## src/design/trls_pkg.sv

```systemverilog
// Shared constants for the throttle range learning and scaling block.
// No dependencies; imported by throttle_range_learn_scale.
package trls_pkg;

  localparam int SAMPLE_W          = 12;
  localparam int PCT_W             = 7;
  localparam int NUM_W             = 19;   // holds 100 * 4095
  localparam int IN_DATA_W         = 16;
  localparam int OUT_DATA_W        = 40;
  localparam int CFG_IDX_W         = 1;
  localparam int SAMPLE_FULL_SCALE = 4095;

  localparam logic [PCT_W-1:0]    PERCENT_MAX  = 7'd100;
  localparam logic [SAMPLE_W-1:0] LOW_THR_RST  = 12'd600;
  localparam logic [SAMPLE_W-1:0] HIGH_THR_RST = 12'd2000;
  localparam logic [SAMPLE_W-1:0] LOW_RST      = 12'd4095;
  localparam logic [SAMPLE_W-1:0] HIGH_RST     = 12'd0;

  // Configuration register indexes
  localparam logic [CFG_IDX_W-1:0] CFG_LOW_THR  = 1'b0;
  localparam logic [CFG_IDX_W-1:0] CFG_HIGH_THR = 1'b1;

  typedef enum logic [3:0] {
    S_IDLE  = 4'b0001,
    S_CHECK = 4'b0010,
    S_DIV   = 4'b0100,
    S_DONE  = 4'b1000
  } state_t;

endpackage

```

## src/design/throttle_range_learn_scale.sv

```systemverilog
// Throttle range learning and percent scaling, top level.
// Depends on trls_pkg.
//
// One 12-bit throttle sample per request updates the learned minimum and maximum and the
// sticky learned flags, then is scaled to 0..100 percent. The learned span is used while the
// learned minimum is below the low threshold or the learned maximum is above the high
// threshold, else SAMPLE_FULL_SCALE. The scaling runs on one shared subtract-and-compare
// unit: one overflow check and seven restoring division steps. Samples at or outside the
// span, and a zero span, skip the division and give a result in the cycle after acceptance.
// A fixed-scale quotient of 128 or more saturates at the overflow check. The input side is
// not ready from acceptance until the result is taken, so the block does not take a new
// sample before it is through with the last one. Threshold writes are always accepted and
// act on the next sample.
module throttle_range_learn_scale #(
  parameter int SAMPLE_FULL_SCALE = trls_pkg::SAMPLE_FULL_SCALE
) (
  input  logic                              clk,
  input  logic                              rst_n,
  input  logic                              in_tvalid,
  output logic                              in_tready,
  // [11:0] throttle_sample, [15:12] zero
  input  logic [trls_pkg::IN_DATA_W-1:0]    in_tdata,
  output logic                              out_tvalid,
  input  logic                              out_tready,
  // [6:0] throttle_percent, [7] low_end_learned, [8] high_end_learned,
  // [9] fully_calibrated, [21:10] span_minimum, [33:22] span_maximum, [39:34] zero
  output logic [trls_pkg::OUT_DATA_W-1:0]   out_tdata,
  input  logic                              cfg_valid,
  output logic                              cfg_ready,
  input  logic [trls_pkg::CFG_IDX_W-1:0]    cfg_index,
  input  logic [trls_pkg::SAMPLE_W-1:0]     cfg_data
);
  import trls_pkg::*;

  localparam int FW    = $clog2(SAMPLE_FULL_SCALE + 1);
  localparam int DEN_W = (FW > SAMPLE_W) ? FW : SAMPLE_W;
  localparam int DSH_W = DEN_W + PCT_W;

  state_t               state_r, state_nxt;
  logic [SAMPLE_W-1:0]  low_thr_r, high_thr_r;
  logic [SAMPLE_W-1:0]  low_r, low_nxt, high_r, high_nxt;
  logic                 low_flag_r, low_flag_nxt, high_flag_r, high_flag_nxt;
  logic [NUM_W-1:0]     rem_r, rem_nxt;
  logic [DSH_W-1:0]     dsh_r, dsh_nxt;
  logic [PCT_W-1:0]     q_r, q_nxt;
  logic [PCT_W-1:0]     pct_r, pct_nxt;
  logic [2:0]           cnt_r, cnt_nxt;

  logic [SAMPLE_W-1:0]  s;
  logic                 in_acc;
  logic                 span_mode;
  logic [NUM_W-1:0]     num;
  logic [DEN_W-1:0]     den;
  logic [DSH_W:0]       diff;
  logic                 fits;
  logic [PCT_W-1:0]     q_last;

  assign s         = in_tdata[SAMPLE_W-1:0];
  assign in_tready = (state_r == S_IDLE);
  assign in_acc    = in_tvalid && in_tready;
  assign cfg_ready = 1'b1;

  // Shared unit: trial subtract of the shifted divisor from the partial remainder
  assign diff   = {1'b0, DSH_W'(rem_r)} - {1'b0, dsh_r};
  assign fits   = !diff[DSH_W];
  assign q_last = {q_r[PCT_W-2:0], fits};

  always_comb begin
    low_nxt       = low_r;
    high_nxt      = high_r;
    low_flag_nxt  = low_flag_r;
    high_flag_nxt = high_flag_r;
    if (s < low_r) begin
      low_nxt = s;
      if (s < low_thr_r) low_flag_nxt = 1'b1;
    end
    if (s > high_r) begin
      high_nxt = s;
      if (s > high_thr_r) high_flag_nxt = 1'b1;
    end
    span_mode = (low_nxt < low_thr_r) || (high_nxt > high_thr_r);
    if (span_mode) begin
      num = NUM_W'(s - low_nxt) * NUM_W'(PERCENT_MAX);
      den = DEN_W'(high_nxt - low_nxt);
    end else begin
      num = NUM_W'(s) * NUM_W'(PERCENT_MAX);
      den = DEN_W'(SAMPLE_FULL_SCALE);
    end
  end

  always_comb begin
    state_nxt = state_r;
    rem_nxt   = rem_r;
    dsh_nxt   = dsh_r;
    q_nxt     = q_r;
    pct_nxt   = pct_r;
    cnt_nxt   = cnt_r;
    unique case (state_r)
      S_IDLE: begin
        if (in_acc) begin
          rem_nxt   = num;
          dsh_nxt   = {den, {PCT_W{1'b0}}};
          q_nxt     = '0;
          state_nxt = S_CHECK;
          if (span_mode) begin
            // zero span and samples at the span ends resolve without division
            if (high_nxt <= low_nxt || s <= low_nxt) begin
              pct_nxt   = '0;
              state_nxt = S_DONE;
            end else if (s >= high_nxt) begin
              pct_nxt   = PERCENT_MAX;
              state_nxt = S_DONE;
            end
          end
        end
      end
      S_CHECK: begin
        // quotient of 128 or more saturates
        if (fits) begin
          pct_nxt   = PERCENT_MAX;
          state_nxt = S_DONE;
        end else begin
          dsh_nxt   = dsh_r >> 1;
          cnt_nxt   = 3'd6;
          state_nxt = S_DIV;
        end
      end
      S_DIV: begin
        if (fits) rem_nxt = diff[NUM_W-1:0];
        q_nxt   = q_last;
        dsh_nxt = dsh_r >> 1;
        cnt_nxt = cnt_r - 3'd1;
        if (cnt_r == 3'd0) begin
          pct_nxt   = (q_last > PERCENT_MAX) ? PERCENT_MAX : q_last;
          state_nxt = S_DONE;
        end
      end
      S_DONE: begin
        if (out_tready) state_nxt = S_IDLE;
      end
      default: state_nxt = S_IDLE;
    endcase
  end

  always_ff @(posedge clk) begin
    if (!rst_n) begin
      state_r     <= S_IDLE;
      low_thr_r   <= LOW_THR_RST;
      high_thr_r  <= HIGH_THR_RST;
      low_r       <= LOW_RST;
      high_r      <= HIGH_RST;
      low_flag_r  <= 1'b0;
      high_flag_r <= 1'b0;
      cnt_r       <= '0;
    end else begin
      state_r <= state_nxt;
      cnt_r   <= cnt_nxt;
      if (in_acc) begin
        low_r       <= low_nxt;
        high_r      <= high_nxt;
        low_flag_r  <= low_flag_nxt;
        high_flag_r <= high_flag_nxt;
      end
      if (cfg_valid) begin
        unique case (cfg_index)
          CFG_LOW_THR:  low_thr_r  <= cfg_data;
          CFG_HIGH_THR: high_thr_r <= cfg_data;
          default: ;
        endcase
      end
    end
  end

  always_ff @(posedge clk) begin
    rem_r <= rem_nxt;
    dsh_r <= dsh_nxt;
    q_r   <= q_nxt;
    pct_r <= pct_nxt;
  end

  assign out_tvalid = (state_r == S_DONE);
  assign out_tdata  = {6'd0, high_r, low_r, low_flag_r & high_flag_r,
                       high_flag_r, low_flag_r, pct_r};

endmodule

```

## config.mk

```make
export PLATFORM = sky130hd
export DESIGN_NAME = throttle_range_learn_scale
export DESIGN_NICKNAME = d
export VERILOG_FILES = /design/src/design/trls_pkg.sv /design/src/design/throttle_range_learn_scale.sv
export SDC_FILE = /design/constraint.sdc
export NUM_CORES = 1
export LEC_CHECK = 0
export BUFFER_PORTS_ARGS = -buffer_cell sky130_fd_sc_hd__buf_2
export CAP_MARGIN = 20
export CELL_PAD_IN_SITES_DETAIL_PLACEMENT = 0
export CELL_PAD_IN_SITES_GLOBAL_PLACEMENT = 1
export CORE_MARGIN = 4
export CORE_UTILIZATION = 40
export CTS_CLUSTER_SIZE = 8
export DETAILED_ROUTE_END_ITERATION = 6
export PLACE_DENSITY = 0.71
export SYNTH_ARGS = -nofsm -noshare
export SYNTH_HDL_FRONTEND = slang
export SYNTH_SLANG_ARGS = --single-unit
```

## constraint.sdc

```tcl
create_clock -name clk -period 9.2 [get_ports clk]
set_input_delay 0.92 -clock clk [delete_from_list [all_inputs] [get_ports clk]]
set_output_delay 0.92 -clock clk [all_outputs]
set_load 0.01 [all_outputs]
```

; After elaboration in Yosys (flattened, before gate mapping)
; Cells that the tools add are included.
[op_classes]
addsub = 4
mul = 2
order_cmp = 10
eq_ne = 12
mux = 30
bitwise_logic = 2
reduce_logical = 18
[op_table]
columns = operator, n
row1 = 19-bit two-way mux, 5
row2 = 19-bit one-hot mux with 3 select lines, 1
row3 = 7-bit two-way mux, 7
row4 = 19-bit one-hot mux with 2 select lines, 1
row5 = 12-bit greater-than comparator, 3
row6 = 12-bit < comparator, 3
row7 = 12-bit two-way mux, 3
row8 = 4-bit two-way mux, 7
row9 = 12-bit less-or-equal comparator, 2
row10 = 7-bit one-hot mux with 3 select lines, 1
row11 = 19-bit by 19-bit subtractor with 20-bit output, 1
row12 = 19-bit by 5-bit multiplier with 17-bit output (second input constant), 1
row13 = 12-bit by 5-bit multiplier with 17-bit output (second input constant), 1
row14 = 4-bit one-hot mux with 4 select lines, 1
row15 = 3-bit AND reduction, 5
row16 = 12-bit by 12-bit subtractor with 13-bit output, 1
row17 = 12-bit >= comparator, 1
row18 = 6-bit one-hot mux with 2 select lines, 1
row19 = 12-bit subtractor, 1
row20 = 2-bit inequality test (second input constant), 4
row21 = 2-bit AND reduction, 4
row22 = 7-bit greater-than comparator (second input constant), 1
row23 = 6-bit two-way mux, 1
row24 = 2-bit by 1-bit inequality test with 1-bit output (second input constant), 3
row25 = other kinds (17), 19
[word_totals]
ff_bits = 108
out_inout_bits = 43
elab_cells = 90

; Depth between registers and ports, before layout
[logic_depth]
ltp_word = 8
depth_mapped = 31

; Least setup slack after synthesis
; No wires, ideal clock.
[synth_timing]
kind = input port to flip-flop
start = input port in_tdata[9] (netlist bit)
end = register rem_r[18] (data pin)
setup_ns = 0.286
arrival_time_ns = 6.964
required_time_ns = 8.914
slack_ns = 1.950
path_stages = 30
n_path_buf = 2
path_cell_list = ha_1 a21o_1 a21oi_1 nor3b_1 a221o_1 buf_6 buf_2 mux2i_1 inv_1 fa_1 nand2b_1 a21boi_0 o21ai_0 a21oi_1 a21oi_1 o21ai_0 xor2_1 ha_1 ha_1 inv_1 fa_1 inv_1 ha_1 and3_1 a21oi_1 o21ai_0 o41a_1 xnor2_1 xnor2_1 a311oi_1
[synth_via]
elab_chain_len = 7
word_cells_on_any_way = 13
classes_between = add/sub (1) / mul (2) / order compare (4) / mux (5) / reduce/logical (1)
[synth_rtl]
columns = element, line_no
row1 = from (decl), throttle_range_learn_scale.sv:22  ; input logic [trls_pkg::IN_DATA_W-1:0] in_tdata,
row2 = 12-bit < comparator (*), throttle_range_learn_scale.sv:73  ; if (s < low_r) begin
row3 = 12-bit two-way mux (*), throttle_range_learn_scale.sv:73
row4 = via low_nxt[1], throttle_range_learn_scale.sv:41  ; logic [SAMPLE_W-1:0] low_r, low_nxt, high_r, high_nxt;
row5 = 12-bit by 12-bit subtractor with 13-bit output or 12-bit < comparator (tied branches), "throttle_range_learn_scale.sv:83, throttle_range_learn_scale.sv:81"
row6 = 19-bit by 5-bit multiplier with 17-bit output or 1-bit logical OR (tied branches), "throttle_range_learn_scale.sv:83, throttle_range_learn_scale.sv:81"
row7 = 19-bit two-way mux (*), throttle_range_learn_scale.sv:82  ; if (span_mode) begin
row8 = 19-bit two-way mux (*), throttle_range_learn_scale.sv:100  ; if (in_acc) begin
row9 = 19-bit one-hot mux with 2 select lines (*), throttle_range_learn_scale.sv:98  ; unique case (state_r)
row10 = via rem_nxt[18], throttle_range_learn_scale.sv:43  ; logic [NUM_W-1:0] rem_r, rem_nxt;
row11 = to (signal assigned), throttle_range_learn_scale.sv:175  ; rem_r <= rem_nxt;
row12 = to (decl), throttle_range_learn_scale.sv:43
; The timed path passes the listed nets; every way through them passes the cells marked *. The select of a mux whose other input is x is not followed.
; A chain may end at the register's enable or synchronous reset.

; Worst setup path in the final report
; Same ends and word-level chain as after synthesis.

==> results.py <==
metrics = {
    "sta": {
        "setup_viol_count_final": 0,
        "tightest_slew_ns": 1.05,
        "relSlewSlack_pct": 30.1,
        "clock_skew_ns": 0.0111,
        "drv_slew": 0,
        "rsz0062_at_grt": "no",
        "layout_setup_ws_ns": 1.51,
        "fmax_mhz": 130,
        "final.setup.tns_ns": 0,
        "final_hold_viol_count": 0,
        "timing.hold.ws_ns": 0.456,
        "fin_crit_sh_pct": 83.6,
        "period_minus_slack_ns": 7.69,
    },
    "power_and_ir_drop": {
        "ir_drop_mv": 0.346,
        "power.density_mw_per_mm2": 322,
        "total_power_mw": 3.84,
        "cellLeakagePower_nw": 5.88,
    },
    "floorplan": {
        "row_count": 60,
        "dieArea_mm2": 0.0299,
        "core_area_mm2": 0.0269,
        "die_h_um": 173,
        "die_x_um": 173,
        "io_pins": 77,
        "start_util_pct": 40.5,
    },
    "clock_network": {
        "numCtsBuffers": 9,
        "worstSkewPairLatency_ns": 0.37,
        "cts_resized": 0,
        "htreeDepth": 3,
        "clk_pin_slew_ns": 0.09,
        "clk_path_buf_depth": 2,
        "cts_sinks": 108,
        "cts-root-buf": "clkbuf_16",
        "postCtsHoldBufs": 0,
        "tritoncts": "yes",
        "cts_setup_buffers": 0,
    },
    "final_layout": {
        "syn2layout_area_growth_pct": 9.80,
        "drive_above_1_share_pct": 9.19,
        "ff_latch_area_mm2": 0.00267,
        "multi_input_area_mm2": 0.00735,
        "final_cell_area_mm2": 0.0119,
        "diodes": 0,
        "fin_nets": 1592,
        "fillers": 2736,
    },
    "yosys": {
        "yosysMostFrequentCell": "ha_1",
        "synthCells": 1271,
        "yosys-top-cells-count": "ha_1 (203), inv_1 (182), nor2_1 (105)",
        "avgSynthCellArea_um2": 8.56,
        "yosysTopAreaCell": "ha_1",
        "synth-seq-cells": 108,
        "async_reset_ff_share_pct": 0,
        "syn_area_mm2": 0.0109,
        "synth_top_area_share_pct": 23.3,
        "yosysWarnings": 0,
        "synth-main-ff-cell": "dfxtp_1",
        "synth-edff-count": 51,
        "netlist-cell-type-count": 66,
        "synthTopCellsByArea": "ha_1 (23%), edfxtp_1 (14%), dfxtp_1 (10%), inv_1 (6.3%), a21oi_1 (4.4%)",
        "ys_seq_area_share_pct": 24.6,
    },
    "global_routing": {
        "met2_usage_pct": 31.6,
        "grt.busiest_layer": "met2",
        "grt_max_degree": 32,
        "first_global_vias": 8576,
        "grt.total_usage_pct": 19.6,
        "antenna_found_initial": 0,
        "use_met1_pct": 28.6,
        "grt_pass1_wl_um": 47200,
        "grt.met3_usage_pct": 2.71,
        "overflow": 0,
    },
    "drt": {
        "dr.pass1.iters": 5,
        "ant_nets": 0,
        "detailroute.via_count": 9059,
        "routed_wl_um": 29900,
        "route.detailed.drc": 0,
        "wl_per_cell_um": 17.8,
        "drt_iter0_drc": 564,
        "vias_per_cell": 5.40,
    },
    "critical_path": {
        "crit_buf_inv": 3,
        "r2r_slack_ns": 1.75,
        "critPathCaptureType": "register",
        "slowest_delay_ns": 0.49,
        "critPathCapture": "rem_r[18]",
        "path_depth": 29,
        "r2r_end": "rem_r[18]",
        "path_common_cell": "ha_1",
        "crit_required_ns": 9.28,
        "critPathLaunch": "in_tdata[9]",
        "crit_fanout": 6,
        "crit_slowest_cell": "fa_1",
        "critical_path_class": "input pin to register",
        "crit_family": "compound AO/OA/AOI/OAI gates",
        "timing.rr.start": "low_r[9]",
        "setup.worst_path.start_class": "input pin",
        "reg2regPathDepth": 29,
        "critPathArrivalTime_ns": 7.77,
    },
    "placement": {
        "dpl_cell_area_mm2": 0.0116,
        "place_ws_ns": 1.19,
        "place.gp.congestion": 0.850,
        "port_buffers": 65,
        "dp.final_hpwl_um": 23700,
    },
    "worst_hold_path": {
        "holdCritPathClass": "register to register",
    },
    "job": {
        "cap_violations": 0,
    },
    "status": {
        "status": "completed",
    },
}
## stage by stage
step | util (%) | std cells
5_1_grt | 44.5 | 1679
2_1_floorplan | - | 1276
6_report | 44.5 | 1679
3_5_place_dp | 43.1 | 1660
3_3_place_gp | 43.1 | 1660
4_1_cts | 44.3 | 1676
## layer usage
metal	vias up	part of all wire, %
met5	-	0
met4	0	1.2
met3	19	4.4
met2	173	45
met1	4285	49
li1	4582	-
## cell families (layout without fill, tap and decap cells)
group	after synthesis	count (layout)	share of synthesized area (%)
AO/OA/AOI/OAI	305	305	18.2
XOR/XNOR	57	57	4.59
adder cells (fa/ha/maj)	225	225	27.4
buffers and inverters	223	285	8.31
flip-flops	108	108	24.6
multiplexers	35	35	3.23
other	2	7	0.0690
AND/OR/NAND/NOR	316	316	13.6
## where the power goes
part	internal [mW]	leakage (nW)	total, mW	switching (mW)
combinational	1.13	4.77	2.72	1.59
sequential	0.668	0.956	0.715	0.0463
clock	0.194	0.149	0.414	0.219
## how the worst min path moves through the flow
stage	from	to	depth (start not counted)
6_report	cnt_r[0]	cnt_r[0]	1
5_1_grt	high_thr_r[2]	high_thr_r[2]	2
4_1_cts	high_thr_r[1]	high_thr_r[1]	2
3_5_place_dp	low_thr_r[2]	low_thr_r[2]	2
3_3_place_gp	cnt_r[0]	cnt_r[0]	1
2_1_floorplan	cnt_r[0]	cnt_r[0]	1
## cell type report
cell class,count,area share [%]
Clock buffer,9,1.89
Clock inverter,7,0.660
Inverter,182,5.72
Multi-Input combinational cell,945,61.5
Sequential cell,108,22.4
Tap cell,341,3.57
Timing Repair Buffer,87,4.30
## sequential cells by signal (all words and copies together) (netlist names), 3 cells and up
| signal | flops |
|---|---|
| dsh_r | 19 |
| rem_r | 19 |
| high_r | 12 |
| high_thr_r | 12 |
| low_r | 12 |
| low_thr_r | 12 |
| pct_r | 7 |
| q_r | 6 |
| state_r | 4 |
| cnt_r | 3 |
## cells in the final DEF, fill, tap and decap left out, drive strengths merged, types with 18 or more instances in the layout
cell type  netlist  layout
xor2            21      21
buf             15      87
nand2b          18      18
nor2           105     105
nand2           81      81
a211oi          22      22
nand4           18      18
xnor2           36      36
o21a            20      20
fa              22      22
ha             203     203
a21oi           95      95
edfxtp          51      51
nor3            26      26
inv            182     185
o211ai          25      25
o21ai           49      49
mux2i           34      34
a21o            31      31
dfxtp           57      57
Note: power is estimated with default switching activity, not from simulation.
